===== src/design/bgag_pkg.sv =====
// ----------------------------------------------------------------------------
// bgag_pkg
// Shared constants, types and the edge padding table of the block gather
// address generator.
// ----------------------------------------------------------------------------
package bgag_pkg;

    localparam int COORD_BITS_DEF  = 21;
    localparam int OFFSET_BITS_DEF = 48;

    localparam int INDEX_BITS  = 54;
    localparam int STRIDE_BITS = 41;
    localparam int POS_BITS    = 6;

    localparam int CFG_ADDR_W = 6;
    localparam int CFG_DATA_W = 64;

    // divider retires this many quotient bits per cycle
    localparam int DIV_RADIX_BITS = 3;
    localparam int DIV_STEPS      = INDEX_BITS / DIV_RADIX_BITS;
    localparam int DIV_STEP_W     = $clog2(DIV_STEPS);

    // base offset multiplier takes this many coordinate bits per cycle
    localparam int MUL_CHUNK = 16;

    // front/back queue, depth a power of two
    localparam int QUEUE_DEPTH = 2;

    typedef logic [2:0] reg_idx_t;
    localparam reg_idx_t REG_SIZE_X   = 3'd0;
    localparam reg_idx_t REG_SIZE_Y   = 3'd1;
    localparam reg_idx_t REG_SIZE_Z   = 3'd2;
    localparam reg_idx_t REG_STRIDE_X = 3'd3;
    localparam reg_idx_t REG_STRIDE_Y = 3'd4;
    localparam reg_idx_t REG_STRIDE_Z = 3'd5;

    // fold code: padding table row, or no folding on that axis
    typedef logic [1:0] fold_code_t;
    localparam fold_code_t FOLD_NONE = 2'd3;

    typedef struct packed {
        fold_code_t x;
        fold_code_t y;
        fold_code_t z;
    } fold_set_t;

    localparam int FOLD_TAB [3][4] = '{
        '{0,  0,  0, -3},
        '{0,  0, -1, -3},
        '{0, -1, -2, -3}
    };

    // element index within the block -> sample index after padding
    function automatic logic [1:0] fold_map(input fold_code_t code, input logic [1:0] idx);
        if (code == FOLD_NONE) begin
            return idx;
        end
        return 2'(int'(idx) + FOLD_TAB[code][idx]);
    endfunction

endpackage


===== src/design/bgag_cfg.sv =====
// ----------------------------------------------------------------------------
// bgag_cfg
// Register file behind the APB-style port, plus the effective strides
// (zero stride replaced by its dense default).
// ----------------------------------------------------------------------------
module bgag_cfg
    import bgag_pkg::*;
#(
    parameter int COORD_BITS  = COORD_BITS_DEF,
    parameter int OFFSET_BITS = OFFSET_BITS_DEF
)
(
    input  logic                   clk,
    input  logic                   rst_n,
    input  logic                   psel,
    input  logic                   penable,
    input  logic                   pwrite,
    input  logic [CFG_ADDR_W-1:0]  paddr,
    input  logic [CFG_DATA_W-1:0]  pwdata,
    output logic [CFG_DATA_W-1:0]  prdata,
    output logic [COORD_BITS-1:0]  size_x,
    output logic [COORD_BITS-1:0]  size_y,
    output logic [COORD_BITS-1:0]  size_z,
    output logic [OFFSET_BITS-1:0] step_x,
    output logic [OFFSET_BITS-1:0] step_y,
    output logic [OFFSET_BITS-1:0] step_z
);

    logic [COORD_BITS-1:0]    size_reg [3];
    logic [STRIDE_BITS-1:0]   stride_reg [3];
    logic [2*COORD_BITS-1:0]  area_reg;
    logic [OFFSET_BITS-1:0]   step_reg [3];
    logic [OFFSET_BITS-1:0]   step_next [3];

    logic                     wr_en;
    reg_idx_t                 reg_idx;

    logic [OFFSET_BITS+STRIDE_BITS-1:0]  sext_x_w, sext_y_w, sext_z_w;
    logic [OFFSET_BITS+COORD_BITS-1:0]   nx_w;
    logic [OFFSET_BITS+2*COORD_BITS-1:0] area_w;

    assign wr_en   = psel & penable & pwrite;
    assign reg_idx = paddr[CFG_ADDR_W-1:3];

    always_ff @(posedge clk or negedge rst_n)
    begin
        if (!rst_n)
        begin
            size_reg[0]   <= COORD_BITS'(4);
            size_reg[1]   <= COORD_BITS'(4);
            size_reg[2]   <= COORD_BITS'(4);
            stride_reg[0] <= '0;
            stride_reg[1] <= '0;
            stride_reg[2] <= '0;
        end
        else if (wr_en)
        begin
            unique case (reg_idx)
                REG_SIZE_X:   size_reg[0]   <= pwdata[COORD_BITS-1:0];
                REG_SIZE_Y:   size_reg[1]   <= pwdata[COORD_BITS-1:0];
                REG_SIZE_Z:   size_reg[2]   <= pwdata[COORD_BITS-1:0];
                REG_STRIDE_X: stride_reg[0] <= pwdata[STRIDE_BITS-1:0];
                REG_STRIDE_Y: stride_reg[1] <= pwdata[STRIDE_BITS-1:0];
                REG_STRIDE_Z: stride_reg[2] <= pwdata[STRIDE_BITS-1:0];
                default: ;
            endcase
        end
    end

    // sign / zero extension to offset width, wrapping where narrower
    assign sext_x_w = {{OFFSET_BITS{stride_reg[0][STRIDE_BITS-1]}}, stride_reg[0]};
    assign sext_y_w = {{OFFSET_BITS{stride_reg[1][STRIDE_BITS-1]}}, stride_reg[1]};
    assign sext_z_w = {{OFFSET_BITS{stride_reg[2][STRIDE_BITS-1]}}, stride_reg[2]};
    assign nx_w     = {{OFFSET_BITS{1'b0}}, size_reg[0]};
    assign area_w   = {{OFFSET_BITS{1'b0}}, area_reg};

    always_comb
    begin
        step_next[0] = (stride_reg[0] != '0) ? sext_x_w[OFFSET_BITS-1:0] : OFFSET_BITS'(1);
        step_next[1] = (stride_reg[1] != '0) ? sext_y_w[OFFSET_BITS-1:0] : nx_w[OFFSET_BITS-1:0];
        step_next[2] = (stride_reg[2] != '0) ? sext_z_w[OFFSET_BITS-1:0]
                                             : area_w[OFFSET_BITS-1:0];
    end

    // registered derived values: the area from the extents, then the steps from strides and area
    always_ff @(posedge clk)
    begin
        area_reg    <= size_reg[0] * size_reg[1];
        step_reg[0] <= step_next[0];
        step_reg[1] <= step_next[1];
        step_reg[2] <= step_next[2];
    end

    always_comb
    begin
        unique case (reg_idx)
            REG_SIZE_X:   prdata = CFG_DATA_W'(size_reg[0]);
            REG_SIZE_Y:   prdata = CFG_DATA_W'(size_reg[1]);
            REG_SIZE_Z:   prdata = CFG_DATA_W'(size_reg[2]);
            REG_STRIDE_X: prdata = {{(CFG_DATA_W-STRIDE_BITS){stride_reg[0][STRIDE_BITS-1]}},
                                    stride_reg[0]};
            REG_STRIDE_Y: prdata = {{(CFG_DATA_W-STRIDE_BITS){stride_reg[1][STRIDE_BITS-1]}},
                                    stride_reg[1]};
            REG_STRIDE_Z: prdata = {{(CFG_DATA_W-STRIDE_BITS){stride_reg[2][STRIDE_BITS-1]}},
                                    stride_reg[2]};
            default:      prdata = '0;
        endcase
    end

    assign size_x = size_reg[0];
    assign size_y = size_reg[1];
    assign size_z = size_reg[2];
    assign step_x = step_reg[0];
    assign step_y = step_reg[1];
    assign step_z = step_reg[2];

endmodule


===== src/design/bgag_front.sv =====
// ----------------------------------------------------------------------------
// bgag_front
// Splits a block index into block origins (two radix-8 divisions), works
// out the padding code per axis and the block base offset (chunked
// multiply-accumulate), then hands the block to the queue.
// ----------------------------------------------------------------------------
module bgag_front
    import bgag_pkg::*;
#(
    parameter int COORD_BITS  = COORD_BITS_DEF,
    parameter int OFFSET_BITS = OFFSET_BITS_DEF
)
(
    input  logic                   clk,
    input  logic                   rst_n,
    input  logic                   in_valid,
    output logic                   in_ready,
    input  logic [INDEX_BITS-1:0]  block_index,
    input  logic [COORD_BITS-1:0]  size_x,
    input  logic [COORD_BITS-1:0]  size_y,
    input  logic [COORD_BITS-1:0]  size_z,
    input  logic [OFFSET_BITS-1:0] step_x,
    input  logic [OFFSET_BITS-1:0] step_y,
    input  logic [OFFSET_BITS-1:0] step_z,
    input  logic                   q_full,
    output logic                   q_push,
    output logic [OFFSET_BITS-1:0] q_base,
    output fold_set_t              q_fold
);

    localparam int DW     = COORD_BITS - 1;   // block count width
    localparam int RW     = COORD_BITS - 2;   // block remainder width
    localparam int NCHUNK = (OFFSET_BITS + MUL_CHUNK - 1) / MUL_CHUNK;
    localparam int MW     = NCHUNK * MUL_CHUNK;
    localparam int CW     = (NCHUNK > 1) ? $clog2(NCHUNK) : 1;

    typedef enum logic [5:0] {
        F_IDLE = 6'b000001,
        F_DIV1 = 6'b000010,
        F_DIV2 = 6'b000100,
        F_PREP = 6'b001000,
        F_MUL  = 6'b010000,
        F_DONE = 6'b100000
    } fstate_t;

    typedef enum logic [1:0] {
        AX_X = 2'd0,
        AX_Y = 2'd1,
        AX_Z = 2'd2
    } axis_t;

    fstate_t                st_reg, st_next;
    logic [DIV_STEP_W-1:0]  step_cnt_reg, step_cnt_next;
    logic [CW-1:0]          chunk_reg, chunk_next;
    axis_t                  axis_reg, axis_next;

    logic [INDEX_BITS-1:0]  quo_reg, quo_next;
    logic [DW-1:0]          rem_reg, rem_next;
    logic [RW-1:0]          rx_reg, rx_next;
    logic [RW-1:0]          ry_reg, ry_next;
    fold_set_t              fold_reg, fold_next;
    logic [MW-1:0]          coord_sh_reg, coord_sh_next;
    logic [OFFSET_BITS-1:0] stride_sh_reg, stride_sh_next;
    logic [OFFSET_BITS-1:0] acc_reg, acc_next;

    logic                   accept;
    logic [COORD_BITS:0]    nx_up, ny_up;
    logic [DW-1:0]          bx_raw, by_raw, bx, by, div_d;
    logic [INDEX_BITS-1:0]  q_w;
    logic [DW-1:0]          r_w;
    logic [DW:0]            part_w;

    logic [COORD_BITS-1:0]  ox, oy, oz_lo;
    logic                   oz_big;
    logic [MW+COORD_BITS-1:0]   ox_w, oy_w;
    logic [MW+INDEX_BITS+1:0]   oz_w;
    logic [OFFSET_BITS-1:0] prod_w;

    function automatic fold_code_t fold_code(input logic [COORD_BITS-1:0] org,
                                             input logic [COORD_BITS-1:0] n);
        logic [COORD_BITS:0] top_w;
        logic [COORD_BITS:0] row_w;
        top_w = {1'b0, org} + (COORD_BITS+1)'(3);
        row_w = top_w - {1'b0, n};
        if ((org < n) && (top_w >= {1'b0, n})) begin
            return row_w[1:0];
        end
        return FOLD_NONE;
    endfunction

    // block counts per axis, a zero extent counts as one block
    assign nx_up  = {1'b0, size_x} + (COORD_BITS+1)'(3);
    assign ny_up  = {1'b0, size_y} + (COORD_BITS+1)'(3);
    assign bx_raw = nx_up[COORD_BITS:2];
    assign by_raw = ny_up[COORD_BITS:2];
    assign bx     = (bx_raw == '0) ? DW'(1) : bx_raw;
    assign by     = (by_raw == '0) ? DW'(1) : by_raw;
    assign div_d  = (st_reg == F_DIV2) ? by : bx;

    // restoring division, DIV_RADIX_BITS quotient bits per cycle
    always_comb
    begin
        q_w    = quo_reg;
        r_w    = rem_reg;
        part_w = '0;
        for (int k = 0; k < DIV_RADIX_BITS; k++)
        begin
            part_w = {r_w, q_w[INDEX_BITS-1]};
            q_w    = {q_w[INDEX_BITS-2:0], 1'b0};
            if (part_w >= {1'b0, div_d})
            begin
                r_w    = DW'(part_w - {1'b0, div_d});
                q_w[0] = 1'b1;
            end
            else
            begin
                r_w = part_w[DW-1:0];
            end
        end
    end

    // block origins
    assign ox     = {rx_reg, 2'b00};
    assign oy     = {ry_reg, 2'b00};
    assign oz_lo  = {quo_reg[RW-1:0], 2'b00};
    assign oz_big = |quo_reg[INDEX_BITS-1:RW];
    assign ox_w   = {{MW{1'b0}}, ox};
    assign oy_w   = {{MW{1'b0}}, oy};
    assign oz_w   = {{MW{1'b0}}, quo_reg, 2'b00};

    assign prod_w = OFFSET_BITS'(coord_sh_reg[MUL_CHUNK-1:0]) * stride_sh_reg;

    assign q_push   = (st_reg == F_DONE) && !q_full;
    assign in_ready = (st_reg == F_IDLE) || q_push;
    assign accept   = in_valid && in_ready;
    assign q_base   = acc_reg;
    assign q_fold   = fold_reg;

    always_comb
    begin
        st_next        = st_reg;
        step_cnt_next  = step_cnt_reg;
        chunk_next     = chunk_reg;
        axis_next      = axis_reg;
        quo_next       = quo_reg;
        rem_next       = rem_reg;
        rx_next        = rx_reg;
        ry_next        = ry_reg;
        fold_next      = fold_reg;
        coord_sh_next  = coord_sh_reg;
        stride_sh_next = stride_sh_reg;
        acc_next       = acc_reg;

        unique case (st_reg)
            F_IDLE: ;
            F_DIV1:
            begin
                quo_next      = q_w;
                rem_next      = r_w;
                step_cnt_next = DIV_STEP_W'(step_cnt_reg + 1'b1);
                if (step_cnt_reg == DIV_STEP_W'(DIV_STEPS - 1))
                begin
                    rx_next       = r_w[RW-1:0];
                    rem_next      = '0;
                    step_cnt_next = '0;
                    st_next       = F_DIV2;
                end
            end
            F_DIV2:
            begin
                quo_next      = q_w;
                rem_next      = r_w;
                step_cnt_next = DIV_STEP_W'(step_cnt_reg + 1'b1);
                if (step_cnt_reg == DIV_STEP_W'(DIV_STEPS - 1))
                begin
                    ry_next       = r_w[RW-1:0];
                    step_cnt_next = '0;
                    st_next       = F_PREP;
                end
            end
            F_PREP:
            begin
                fold_next.x    = fold_code(ox, size_x);
                fold_next.y    = fold_code(oy, size_y);
                fold_next.z    = oz_big ? FOLD_NONE : fold_code(oz_lo, size_z);
                coord_sh_next  = ox_w[MW-1:0];
                stride_sh_next = step_x;
                axis_next      = AX_X;
                chunk_next     = '0;
                acc_next       = '0;
                st_next        = F_MUL;
            end
            F_MUL:
            begin
                acc_next       = acc_reg + prod_w;
                coord_sh_next  = coord_sh_reg >> MUL_CHUNK;
                stride_sh_next = stride_sh_reg << MUL_CHUNK;
                chunk_next     = CW'(chunk_reg + 1'b1);
                if (chunk_reg == CW'(NCHUNK - 1))
                begin
                    chunk_next = '0;
                    unique case (axis_reg)
                        AX_X:
                        begin
                            coord_sh_next  = oy_w[MW-1:0];
                            stride_sh_next = step_y;
                            axis_next      = AX_Y;
                        end
                        AX_Y:
                        begin
                            coord_sh_next  = oz_w[MW-1:0];
                            stride_sh_next = step_z;
                            axis_next      = AX_Z;
                        end
                        default:
                        begin
                            st_next = F_DONE;
                        end
                    endcase
                end
            end
            F_DONE:
            begin
                if (q_push)
                begin
                    st_next = F_IDLE;
                end
            end
            default:
            begin
                st_next = F_IDLE;
            end
        endcase

        // a new block may start in the same cycle the last one is handed over
        if (accept)
        begin
            st_next       = F_DIV1;
            quo_next      = block_index;
            rem_next      = '0;
            step_cnt_next = '0;
        end
    end

    always_ff @(posedge clk or negedge rst_n)
    begin
        if (!rst_n)
        begin
            st_reg       <= F_IDLE;
            step_cnt_reg <= '0;
            chunk_reg    <= '0;
            axis_reg     <= AX_X;
        end
        else
        begin
            st_reg       <= st_next;
            step_cnt_reg <= step_cnt_next;
            chunk_reg    <= chunk_next;
            axis_reg     <= axis_next;
        end
    end

    always_ff @(posedge clk)
    begin
        quo_reg       <= quo_next;
        rem_reg       <= rem_next;
        rx_reg        <= rx_next;
        ry_reg        <= ry_next;
        fold_reg      <= fold_next;
        coord_sh_reg  <= coord_sh_next;
        stride_sh_reg <= stride_sh_next;
        acc_reg       <= acc_next;
    end

endmodule


===== src/design/bgag_queue.sv =====
// ----------------------------------------------------------------------------
// bgag_queue
// Short queue of prepared blocks between the front and the back.
// ----------------------------------------------------------------------------
module bgag_queue
    import bgag_pkg::*;
#(
    parameter int WIDTH = 8
)
(
    input  logic             clk,
    input  logic             rst_n,
    input  logic             push,
    input  logic [WIDTH-1:0] push_data,
    output logic             full,
    input  logic             pop,
    output logic             rd_valid,
    output logic [WIDTH-1:0] rd_data
);

    localparam int PW    = $clog2(QUEUE_DEPTH);
    localparam int CNT_W = $clog2(QUEUE_DEPTH + 1);

    logic [WIDTH-1:0] slot_reg [QUEUE_DEPTH];
    logic [PW-1:0]    wr_ptr_reg, rd_ptr_reg;
    logic [CNT_W-1:0] count_reg, count_next;

    assign full     = (count_reg == CNT_W'(QUEUE_DEPTH));
    assign rd_valid = (count_reg != '0);
    assign rd_data  = slot_reg[rd_ptr_reg];

    always_comb
    begin
        unique case ({push, pop})
            2'b10:   count_next = CNT_W'(count_reg + 1'b1);
            2'b01:   count_next = CNT_W'(count_reg - 1'b1);
            default: count_next = count_reg;
        endcase
    end

    // pointers wrap on their own, depth is a power of two
    always_ff @(posedge clk or negedge rst_n)
    begin
        if (!rst_n)
        begin
            wr_ptr_reg <= '0;
            rd_ptr_reg <= '0;
            count_reg  <= '0;
        end
        else
        begin
            if (push)
            begin
                wr_ptr_reg <= PW'(wr_ptr_reg + 1'b1);
            end
            if (pop)
            begin
                rd_ptr_reg <= PW'(rd_ptr_reg + 1'b1);
            end
            count_reg <= count_next;
        end
    end

    always_ff @(posedge clk)
    begin
        if (push)
        begin
            slot_reg[wr_ptr_reg] <= push_data;
        end
    end

endmodule


===== src/design/bgag_back.sv =====
// ----------------------------------------------------------------------------
// bgag_back
// Walks the 64 elements of the block at the queue head, one per cycle
// while the output is not stalled: base + z term + y term in the first
// stage, + x term into the output register.
// ----------------------------------------------------------------------------
module bgag_back
    import bgag_pkg::*;
#(
    parameter int OFFSET_BITS = OFFSET_BITS_DEF
)
(
    input  logic                          clk,
    input  logic                          rst_n,
    input  logic                          q_valid,
    input  logic [OFFSET_BITS-1:0]        q_base,
    input  fold_set_t                     q_fold,
    output logic                          q_pop,
    input  logic [OFFSET_BITS-1:0]        step_x,
    input  logic [OFFSET_BITS-1:0]        step_y,
    input  logic [OFFSET_BITS-1:0]        step_z,
    output logic                          out_valid,
    input  logic                          out_ready,
    output logic signed [OFFSET_BITS-1:0] element_offset,
    output logic [POS_BITS-1:0]           element_pos,
    output logic                          last_of_block
);

    logic [OFFSET_BITS-1:0] trip_reg [3];

    logic [POS_BITS-1:0]    cnt_reg;
    logic                   s1_valid_reg;
    logic [OFFSET_BITS-1:0] s1_sum_reg;
    logic [1:0]             s1_jx_reg;
    logic [POS_BITS-1:0]    s1_pos_reg;

    logic                   out_valid_reg;
    logic [OFFSET_BITS-1:0] out_offset_reg;
    logic [POS_BITS-1:0]    out_pos_reg;
    logic                   out_last_reg;

    logic                   s1_ready, s2_ready, issue;
    logic [1:0]             jx, jy, jz;
    logic [OFFSET_BITS-1:0] s1_sum_next;

    // j * stride for j in 0..3
    function automatic logic [OFFSET_BITS-1:0] term(input logic [1:0] j,
                                                    input logic [OFFSET_BITS-1:0] s,
                                                    input logic [OFFSET_BITS-1:0] s3);
        logic [OFFSET_BITS-1:0] t;
        unique case (j)
            2'd0: t = '0;
            2'd1: t = s;
            2'd2: t = s << 1;
            2'd3: t = s3;
        endcase
        return t;
    endfunction

    always_ff @(posedge clk)
    begin
        trip_reg[0] <= step_x + (step_x << 1);
        trip_reg[1] <= step_y + (step_y << 1);
        trip_reg[2] <= step_z + (step_z << 1);
    end

    assign s2_ready = !out_valid_reg || out_ready;
    assign s1_ready = !s1_valid_reg || s2_ready;
    assign issue    = q_valid && s1_ready;
    assign q_pop    = issue && (&cnt_reg);

    assign jx = fold_map(q_fold.x, cnt_reg[1:0]);
    assign jy = fold_map(q_fold.y, cnt_reg[3:2]);
    assign jz = fold_map(q_fold.z, cnt_reg[5:4]);

    assign s1_sum_next = q_base + term(jy, step_y, trip_reg[1]) + term(jz, step_z, trip_reg[2]);

    always_ff @(posedge clk or negedge rst_n)
    begin
        if (!rst_n)
        begin
            cnt_reg       <= '0;
            s1_valid_reg  <= 1'b0;
            out_valid_reg <= 1'b0;
        end
        else
        begin
            if (issue)
            begin
                cnt_reg <= POS_BITS'(cnt_reg + 1'b1);
            end
            if (s1_ready)
            begin
                s1_valid_reg <= issue;
            end
            if (s2_ready)
            begin
                out_valid_reg <= s1_valid_reg;
            end
        end
    end

    always_ff @(posedge clk)
    begin
        if (issue)
        begin
            s1_sum_reg <= s1_sum_next;
            s1_jx_reg  <= jx;
            s1_pos_reg <= cnt_reg;
        end
        if (s2_ready && s1_valid_reg)
        begin
            out_offset_reg <= s1_sum_reg + term(s1_jx_reg, step_x, trip_reg[0]);
            out_pos_reg    <= s1_pos_reg;
            out_last_reg   <= &s1_pos_reg;
        end
    end

    assign out_valid      = out_valid_reg;
    assign element_offset = out_offset_reg;
    assign element_pos    = out_pos_reg;
    assign last_of_block  = out_last_reg;

endmodule


===== src/design/block_gather_address_generator_3d.sv =====
// ----------------------------------------------------------------------------
// block_gather_address_generator_3d
// Turns a linear 4x4x4 block index into the 64 element offsets of that
// block, with edge padding on partial blocks.
// ----------------------------------------------------------------------------
// Usage:
//   Program extents and strides over the APB-style port while idle (a zero
//   stride selects the dense default). Each input beat carries one block
//   index; the block yields 64 output beats, x fastest, then y, then z,
//   with last_of_block on the 64th.
//   The first offset of a block waits on the front: the radix-8 divider
//   and the 16-bit multiply-accumulate for the block base, then the back
//   end's first stage and its output register.
//   Throughput: one offset per cycle while the receiver does not stall, set
//   by the back end walking the block. The front prepares the next block while
//   the back emits the current one, with a two-entry queue between them.
//   Reset: extents 4, strides 0, queue and pipeline empty.
//   Receiver stall: the output register holds its beat, the back end
//   stops, the queue fills and in_ready drops once the front holds a
//   finished block with nowhere to put it.
// ----------------------------------------------------------------------------
module block_gather_address_generator_3d
    import bgag_pkg::*;
#(
    parameter int COORD_BITS  = COORD_BITS_DEF,
    parameter int OFFSET_BITS = OFFSET_BITS_DEF
)
(
    input  logic                          clk,
    input  logic                          rst_n,
    // configuration port
    input  logic                          psel,
    input  logic                          penable,
    input  logic                          pwrite,
    input  logic [CFG_ADDR_W-1:0]         paddr,
    input  logic [CFG_DATA_W-1:0]         pwdata,
    output logic [CFG_DATA_W-1:0]         prdata,
    output logic                          pready,
    // block index beats
    input  logic                          in_valid,
    output logic                          in_ready,
    input  logic [INDEX_BITS-1:0]         block_index,
    // offset beats
    output logic                          out_valid,
    input  logic                          out_ready,
    output logic signed [OFFSET_BITS-1:0] element_offset,
    output logic [POS_BITS-1:0]           element_pos,
    output logic                          last_of_block
);

    localparam int ENTRY_W = OFFSET_BITS + $bits(fold_set_t);

    logic [COORD_BITS-1:0]  size_x, size_y, size_z;
    logic [OFFSET_BITS-1:0] step_x, step_y, step_z;

    logic                   q_push, q_full, q_pop, q_valid;
    logic [OFFSET_BITS-1:0] q_base_wr, q_base_rd;
    fold_set_t              q_fold_wr, q_fold_rd;
    logic [ENTRY_W-1:0]     q_wr_data, q_rd_data;

    assign pready = 1'b1;

    bgag_cfg #(
        .COORD_BITS  (COORD_BITS),
        .OFFSET_BITS (OFFSET_BITS)
    ) u_cfg (
        .clk     (clk),
        .rst_n   (rst_n),
        .psel    (psel),
        .penable (penable),
        .pwrite  (pwrite),
        .paddr   (paddr),
        .pwdata  (pwdata),
        .prdata  (prdata),
        .size_x  (size_x),
        .size_y  (size_y),
        .size_z  (size_z),
        .step_x  (step_x),
        .step_y  (step_y),
        .step_z  (step_z)
    );

    // front: origins, padding codes and base offset per block
    bgag_front #(
        .COORD_BITS  (COORD_BITS),
        .OFFSET_BITS (OFFSET_BITS)
    ) u_front (
        .clk         (clk),
        .rst_n       (rst_n),
        .in_valid    (in_valid),
        .in_ready    (in_ready),
        .block_index (block_index),
        .size_x      (size_x),
        .size_y      (size_y),
        .size_z      (size_z),
        .step_x      (step_x),
        .step_y      (step_y),
        .step_z      (step_z),
        .q_full      (q_full),
        .q_push      (q_push),
        .q_base      (q_base_wr),
        .q_fold      (q_fold_wr)
    );

    assign q_wr_data              = {q_base_wr, q_fold_wr};
    assign {q_base_rd, q_fold_rd} = q_rd_data;

    bgag_queue #(
        .WIDTH (ENTRY_W)
    ) u_queue (
        .clk       (clk),
        .rst_n     (rst_n),
        .push      (q_push),
        .push_data (q_wr_data),
        .full      (q_full),
        .pop       (q_pop),
        .rd_valid  (q_valid),
        .rd_data   (q_rd_data)
    );

    // back: 64 offsets per block, one per cycle unless the output stalls
    bgag_back #(
        .OFFSET_BITS (OFFSET_BITS)
    ) u_back (
        .clk            (clk),
        .rst_n          (rst_n),
        .q_valid        (q_valid),
        .q_base         (q_base_rd),
        .q_fold         (q_fold_rd),
        .q_pop          (q_pop),
        .step_x         (step_x),
        .step_y         (step_y),
        .step_z         (step_z),
        .out_valid      (out_valid),
        .out_ready      (out_ready),
        .element_offset (element_offset),
        .element_pos    (element_pos),
        .last_of_block  (last_of_block)
    );

`ifndef NO_ASSERTIONS
    a_no_push_when_full: assert property (@(posedge clk) disable iff (!rst_n)
        q_push |-> !q_full)
        else $error("block pushed into a full queue");

    a_no_pop_when_empty: assert property (@(posedge clk) disable iff (!rst_n)
        q_pop |-> q_valid)
        else $error("block popped from an empty queue");

    a_last_on_final_pos: assert property (@(posedge clk) disable iff (!rst_n)
        out_valid |-> (last_of_block == (&element_pos)))
        else $error("last_of_block does not match the final element position");

    a_front_busy_after_beat: assert property (@(posedge clk) disable iff (!rst_n)
        (in_valid && in_ready) |=> !in_ready)
        else $error("front took a second beat while dividing");
`endif

endmodule

===== config.mk =====
export PLATFORM = sky130hd
export DESIGN_NAME = block_gather_address_generator_3d
export DESIGN_NICKNAME = d
export VERILOG_FILES = /design/src/design/bgag_pkg.sv /design/src/design/bgag_cfg.sv /design/src/design/bgag_front.sv /design/src/design/bgag_queue.sv /design/src/design/bgag_back.sv /design/src/design/block_gather_address_generator_3d.sv
export SDC_FILE = /design/constraint.sdc
export NUM_CORES = 2
export LEC_CHECK = 0
export CORE_UTILIZATION = 65
export CTS_BUF_LIST = sky130_fd_sc_hd__clkbuf_8 sky130_fd_sc_hd__clkbuf_16
export DETAILED_ROUTE_END_ITERATION = 12
export DONT_BUFFER_PORTS = 1
export PLACE_DENSITY = 0.81
export SLEW_MARGIN = 20
export SYNTH_ARGS = -nofsm -noshare
export SYNTH_HDL_FRONTEND = slang
export SYNTH_SLANG_ARGS = --single-unit

===== constraint.sdc =====
create_clock -name clk -period 13.8 [get_ports clk]
set_input_delay 0.69 -clock clk [delete_from_list [all_inputs] [get_ports clk]]
set_output_delay 0.69 -clock clk [all_outputs]
set_load 0.03 [all_outputs]

; ---- Word level (Yosys, flattened, before mapping)
; Memory sizes are Yosys's and may differ from the RTL's.
; Index checks and enable logic that the tools add are counted.
[totals]
register_bits = 628
ramBits = 396
in_bits = 131
out_inout_bits = 122
elab_cells = 253
mem_count = 3
[op_classes]
add_sub_neg = 28
n_mul = 2
magnitude_cmp = 15
n_eq_ne = 37
muxes = 82
bitwise_logic = 9
n_reduce_logical = 44
[mem_list]
columns = name, depth, width, read_ports, rd_clocked_by_memory_dff, wr, line_no
row1 = u_back.trip_reg, 3, 48, 3, 0, 3, bgag_back.sv:29  ; logic [OFFSET_BITS-1:0] trip_reg [3];
row2 = u_cfg.step_reg, 3, 48, 3, 0, 3, bgag_cfg.sv:32  ; logic [OFFSET_BITS-1:0] step_reg [3];
row3 = u_queue.slot_reg, 2, 54, 1, 0, 1, bgag_queue.sv:24  ; logic [WIDTH-1:0] slot_reg [QUEUE_DEPTH];
[ops]
columns = operator, n
row1 = 128-bit binary-select mux with 2-bit select, 3
row2 = 128-bit two-way mux, 6
row3 = 48-bit case mux with 4 select lines, 3
row4 = 48-bit case mux with 2 select lines, 5
row5 = 64-bit case mux with 6 select lines, 1
row6 = 48-bit adder, 7
row7 = 48-bit two-way mux, 6
row8 = 32-bit binary-select mux with 2-bit select, 3
row9 = 20-bit two-way mux, 7
row10 = 41-bit nonzero test, 3
row11 = "21-bit by 2-bit adder with 22-bit output, second input constant", 5
row12 = 54-bit two-way mux, 2
row13 = 22-bit by 21-bit greater-or-equal comparator with 1-bit output, 3
row14 = 21-bit by 20-bit greater-or-equal comparator with 1-bit output, 3
row15 = 21-bit < comparator, 3
row16 = 20-bit subtractor, 3
row17 = 16-bit by 48-bit multiplier with 48-bit output, 1
row18 = 21-bit by 21-bit multiplier with 42-bit output, 1
row19 = 20-bit logical NOT, 2
row20 = 20-bit case mux with 2 select lines, 1
row21 = 6-bit two-way mux, 6
row22 = 6-bit case mux with 6 select lines, 1
row23 = 36-bit OR reduction, 1
row24 = 2-bit two-way mux, 17
row25 = other kinds (39), 124

; ---- Depth between registers and ports, before layout
; An unclocked memory read counts as a cell.
[depth]
word_depth = 14
ltp_mapped = 49
depth_no_buf = 45

; ---- By module
; A second synthesis with hierarchy kept.
[unflattened]
cells_unflattened = 9435
area_unflattened_um2 = 92241.0
[by_module_without_submodules]
columns = mod, n_inst, cells_per_inst, area_per_inst_um2, seq_area_each_um2
row1 = bgag_front, 1, 4085, 37616.1, 8044.0
row2 = bgag_cfg, 1, 2658, 27433.8, 8001.4
row3 = bgag_back, 1, 2506, 22846.9, 6416.2
row4 = bgag_queue, 1, 184, 4332.9, 3343.2
row5 = block_gather_address_generator_3d, 1, 2, 11.3, 0.0

; ---- Worst setup path after synthesis
; No wires, ideal clock.
[synth_path]
path_type = register -> register
start = register u_cfg.size_reg (netlist bit u_cfg.size_x[2])
end = register u_front.rem_reg[10]
setup_ns = 0.117
t_arrival_ns = 9.562
required_time_ns = 13.683
setup_slack_ns = 4.121
stages_incl_launch_ff = 44
path_buffers = 3
synth_period_minus_slack_ns = 9.679
path_cell_list = dfstp_2 > o2111ai_1 > nor3_1 > nand2_1 > nor3_1 > nand3_1 > nor2_1 > nand4_1 > a211oi_1 > nand2_1 > o31a_1 > ha_1 > nand4b_1 > nor4_1 > nand4_1 > and4_1 > nand2_2 > buf_1 > [8 not listed] > a311oi_1 > a21boi_4 > buf_2 > o21ai_0 > ha_1 > nand2_1 > o21bai_1 > a21o_1 > nand3_1 > a31oi_1 > o21ai_0 > a21oi_1 > or3_1 > a21oi_1 > or2_4 > buf_6 > mux2_4 > a22o_1
[synth_via]
elab_chain_cells = 12
word_cells_on_any_way = 15
classes_between = 4 x add/sub / 3 x order compare / 7 x mux / 1 x reduce/logical
[synth_lines]
columns = item, line_no
row1 = start: declaration, bgag_cfg.sv:29  ; logic [COORD_BITS-1:0] size_reg [3];
row2 = 21-bit by 2-bit adder with 22-bit output *, bgag_front.sv:92  ; assign nx_up = {1'b0, size_x} + (COORD_BITS+1)'(3);
row3 = 20-bit logical NOT, bgag_front.sv:96  ; assign bx = (bx_raw == '0) ? DW'(1) : bx_raw;
row4 = 20-bit two-way mux *, bgag_front.sv:96
row5 = 20-bit two-way mux *, bgag_front.sv:98  ; assign div_d = (st_reg == F_DIV2) ? by : bx;
row6 = 20-bit subtractor / 21-bit by 20-bit greater-or-equal comparator with 1-bit output (equally long branches), "bgag_front.sv:112, bgag_front.sv:110"
row7 = 20-bit two-way mux, bgag_front.sv:110  ; if (part_w >= {1'b0, div_d})
row8 = 20-bit subtractor / 21-bit by 20-bit greater-or-equal comparator with 1-bit output (equally long branches), "bgag_front.sv:112, bgag_front.sv:110"
row9 = 20-bit two-way mux, bgag_front.sv:110
row10 = 20-bit subtractor / 21-bit by 20-bit greater-or-equal comparator with 1-bit output (equally long branches), "bgag_front.sv:112, bgag_front.sv:110"
row11 = 20-bit two-way mux *, bgag_front.sv:110
row12 = net u_front.r_w[10], bgag_front.sv:70  ; logic [DW-1:0] r_w;
row13 = 20-bit two-way mux, bgag_front.sv:161  ; if (step_cnt_reg == DIV_STEP_W'(DIV_STEPS - 1))
row14 = 20-bit case mux with 2 select lines *, bgag_front.sv:154  ; unique case (st_reg)
row15 = end signal: assignment, bgag_front.sv:266  ; rem_reg <= rem_next;
row16 = end: declaration, bgag_front.sv:58  ; logic [DW-1:0] rem_reg, rem_next;
; Mark *: on every way through the listed nets, which the timed path passes. The rest lies on a longest branch.
; A chain may end at the register's enable or synchronous reset.

; ---- Worst setup path after layout
[layout_path]
start = register u_cfg.size_reg (netlist bit u_cfg.size_y[3])
end = register u_front.rem_reg[0]
[layout_via]
elab_chain_cells = 12
word_cells_on_any_way = 15
classes_between = 4 x add/sub / 3 x order compare / 7 x mux / 1 x reduce/logical
[layout_lines]
columns = item, line_no
row1 = 21-bit by 2-bit adder with 22-bit output *, bgag_front.sv:93  ; assign ny_up = {1'b0, size_y} + (COORD_BITS+1)'(3);
row2 = 20-bit logical NOT, bgag_front.sv:97  ; assign by = (by_raw == '0) ? DW'(1) : by_raw;
row3 = 20-bit two-way mux *, bgag_front.sv:97
row4 = 20-bit two-way mux *, bgag_front.sv:98
row5 = 20-bit subtractor / 21-bit by 20-bit greater-or-equal comparator with 1-bit output (equally long branches), "bgag_front.sv:112, bgag_front.sv:110"
row6 = 20-bit two-way mux, bgag_front.sv:110
row7 = 20-bit subtractor / 21-bit by 20-bit greater-or-equal comparator with 1-bit output (equally long branches), "bgag_front.sv:112, bgag_front.sv:110"
row8 = 20-bit two-way mux, bgag_front.sv:110
row9 = 21-bit by 20-bit greater-or-equal comparator with 1-bit output, bgag_front.sv:110
row10 = 20-bit two-way mux *, bgag_front.sv:110
row11 = net u_front.r_w[0], bgag_front.sv:70
row12 = 20-bit two-way mux, bgag_front.sv:161
row13 = 20-bit case mux with 2 select lines *, bgag_front.sv:154
; Marks and branches as above.

==> summary.txt <==
Die
  – Starting Density: 65.42%
  – Top Ports: 253
  – # rows: 135
  – DIE AREA: 137700 um^2
  – Placeable Area: 135300 um^2
  – Die Y: 371.0 um
  – Die X: 371.0 um

Critical path
  – Crit path launch type: flip-flop
  – Crit path from: u_cfg.size_y[3]$_DFFE_PN0P_
  – Crit end category: flip-flop
  – R2r setup slk: 1.16 ns
  – Worst EP required: 14.44 ns
  – R2r worst-path depth: 42
  – CP delay by family, top: simple AND/OR/NAND/NOR gates
  – CP max FO: 26
  – Critical Path AT: 13.29 ns
  – Reg-to-Reg End: u_front.rem_reg[0]$_SDFFE_PP0P_
  – Cell mode on critical path: a21oi_1
  – Critical path depth in cells: 42
  – CP max-delay cell: dfrtp_1
  – Critical path class: flip-flop to flip-flop
  – Reg-to-Reg Start: u_cfg.size_y[3]$_DFFE_PN0P_
  – CP bufs+invs: 2
  – Critical Path Sink: u_front.rem_reg[0]$_SDFFE_PP0P_
  – Crit path largest cell delay: 1.04 ns

Drt
  – Wire length per cell: 25.25 um
  – Total wire length: 274300 um
  – Final ANT Viol Nets: 0
  – DRT Pass-1 Iters: 8
  – Initial DRC count: 8234
  – DRC viols: 0
  – Vias: 69.35k
  – Avg Vias per Cell: 6.384

Final layout
  – Most common cell after layout, fill and taps aside: nand2_1
  – Post-layout nets: 10.67k
  – Layout cells sized above 1: 6.683%
  – Max reg flops: 131
  – Utilization after layout: 69.20%
  – Filler Cells Inserted: 9830
  – Most frequent cells in the layout: 1436 x nand2_1, 1209 x inv_1, 987 x fa_1, 583 x ha_1, 495 x a21oi_1
  – Area grow syn2layout: 5.770%
  – Reg area: 25550 um^2
  – Finished Cell Area: 93620 um^2
  – Area of the multi-input gates: 56560 um^2

Run status
  – Status: complete, no violations

Place
  – RePlAce Congestion: 1.079
  – Dpl cell area: 89900 um^2
  – Hpwl dp: 211200 um
  – Port Buffer Count: 0

Logic synthesis
  – Syn_area_per_cell: 9.577 um^2
  – Synth cell types: 96
  – Syn Nets: 10.94k
  – Syn Inst Count: 9242
  – Synth Register Bits: 992
  – Post-synthesis sequential area ratio: 28.86%
  – Synth warn: 0
  – Post-synth EDFFs: 461
  – Async SR Flop Fraction: 21.47%
  – Post-synth top flop: edfxtp_1
  – Mapped cell area: 88510 um^2

Clock network
  – CTS tree: built
  – Root Driver: clkbuf_16
  – Clk sinks: 992
  – Bufs on Longest Clock Path: 3
  – H-Tree Level Count: 3
  – Clock Latency Late Sink: 0.75 ns
  – Number of buffers created by CTS: 102
  – Clock transition at path regs: 0.06 ns

Job
  – Max Cap Violations: 0

Timing
  – Period minus WS final: 12.64 ns
  – Setup_tns: 0 ns
  – Max Freq: 79.09 MHz
  – Worst Max-Slew Pin Slew: 1.228 ns
  – RSZ-0062 raised after global routing: no
  – Max-slew headroom: 18.11%
  – Period utilisation layout: 91.62%
  – Final setup violation count: 0
  – Final-report hold violation count: 0
  – Slew Limit Fails: 0
  – Clock Skews: 0.04029 ns

GRT
  – Largest net degree at the start of global routing: 214
  – Vias in the first global route: 69.93k
  – Grt total ovfl: 0
  – Antenna violations before repair: 27
  – Global-route wire length before repair: 415500 um
  – All-Layer GR Usage: 40.29%

Worst hold path
  – Worst hold-check path type: input pin to flip-flop
==> layout make-up <==
class | instances | area share, %
multi-input combinational | 6518 | 60.41
clock buffer | 119 | 3.036
sequential | 992 | 27.29
tap | 1781 | 2.380
inverter | 1214 | 4.877
antenna | 30 | 0.08019
timing repair buffer | 138 | 1.168
clock inverter | 72 | 0.7591
==> logic make-up after synthesis <==
group	Yosys count	share of synthesized area, %
compound gates	1630	12.07
xor+xnor	393	3.904
fa+ha+maj	1571	30.58
buf+inv	1732	7.488
flops	992	28.86
mux	312	3.914
other cells	1	0.004237
simple gates	2611	13.18
==> cell usage after synthesis, types with 15 or more instances <==
cell	n	area (um^2)
a211oi_1	29	217.7
a21boi_0	15	112.6
a21o_1	292	2192
a21oi_1	496	2482
a221o_1	52	520.5
a22o_1	77	674.4
a22oi_1	67	503.0
a31oi_1	37	231.5
and2_1	225	1408
and3_1	32	200.2
buf_1	42	157.7
buf_4	26	195.2
clkbuf_1	439	1648
dfrtp_1	209	5230
dfxtp_1	318	6366
edfxtp_1	461	13840
fa_1	987	19760
ha_1	583	7295
inv_1	1195	4486
mux2_2	200	2252
mux2_4	18	270.3
mux2i_1	93	930.9
nand2_1	1437	5394
nand2b_1	60	375.4
nand3_1	110	550.5
nand3b_1	34	255.2
nand4_1	54	337.8
nor2_1	401	1505
nor2b_1	55	344.1
nor3_1	75	375.4
nor4_1	64	400.4
o211ai_1	17	127.6
o21a_1	77	578.1
o21ai_0	275	1376
o21bai_1	47	352.8
o22a_1	15	131.4
o31ai_1	28	210.2
xnor2_1	289	2531
xor2_1	103	902.1
==> per-stage QoR <==
stage | setup slack, ns | cells | hold WS [ns]
6_report | 1.157 | 10864 | 0.05336
5_1_grt | 0.5245 | 10842 | 0.05561
4_1_cts | 1.483 | 10832 | 0.03645
3_5_place_dp | 1.545 | 10639 | 0.4042
3_3_place_gp | 1.605 | 10639 | 0.4012
2_1_floorplan | 4.121 | 9242 | 0.3769
==> per-layer routing <==
layer / up-vias / global-route usage (%) / part of all wire (%)
met5: - / 0.4895 / 0.092
li1: 29929 / - / -
met4: 24 / 25.20 / 7.6
met2: 4256 / 60.80 / 44
met1: 34151 / 49.67 / 35
met3: 991 / 13.76 / 13
==> worst register-to-register path, delay by kind of cell, from the launching register on <==
| family | cells | cell delay, ns |
|---|---|---|
| flops | 1 | 1.04 |
| fa+ha+maj | 3 | 0.85 |
| mux | 2 | 0.79 |
| simple gates | 20 | 5.36 |
| xor+xnor | 1 | 0.16 |
| buf+inv | 2 | 0.63 |
| compound gates | 14 | 3.71 |
==> worst min path at each step <==
stage | from | cells past startpoint | endpoint
after floorplan | u_cfg.step_reg[0][0]$_SDFF_PN1_ | 0 | u_back.trip_reg[0][0]$_DFF_P_
final | pwdata[2] | 2 | u_cfg.size_x[2]$_DFFE_PN1P_
after global routing | pwdata[2] | 2 | u_cfg.size_x[2]$_DFFE_PN1P_
after detailed placement | rst_n | 0 | u_cfg.size_y[6]$_DFFE_PN0P_
after global placement | rst_n | 0 | u_cfg.size_y[6]$_DFFE_PN0P_
after CTS | pwdata[2] | 2 | u_cfg.size_x[2]$_DFFE_PN1P_
==> repair_timing <==
| action | in CTS | in global routing |
|---|---|---|
| buffers inserted | 0 | 0 |
| hold endpoints to repair | 214 | 79 |
| hold buffers | 2 | 1 |
| resized for setup | 0 | 0 |
Power is left out: the tool's default activity adds up to more than one toggle a clock period on the data nets, which glitch-free logic cannot reach.
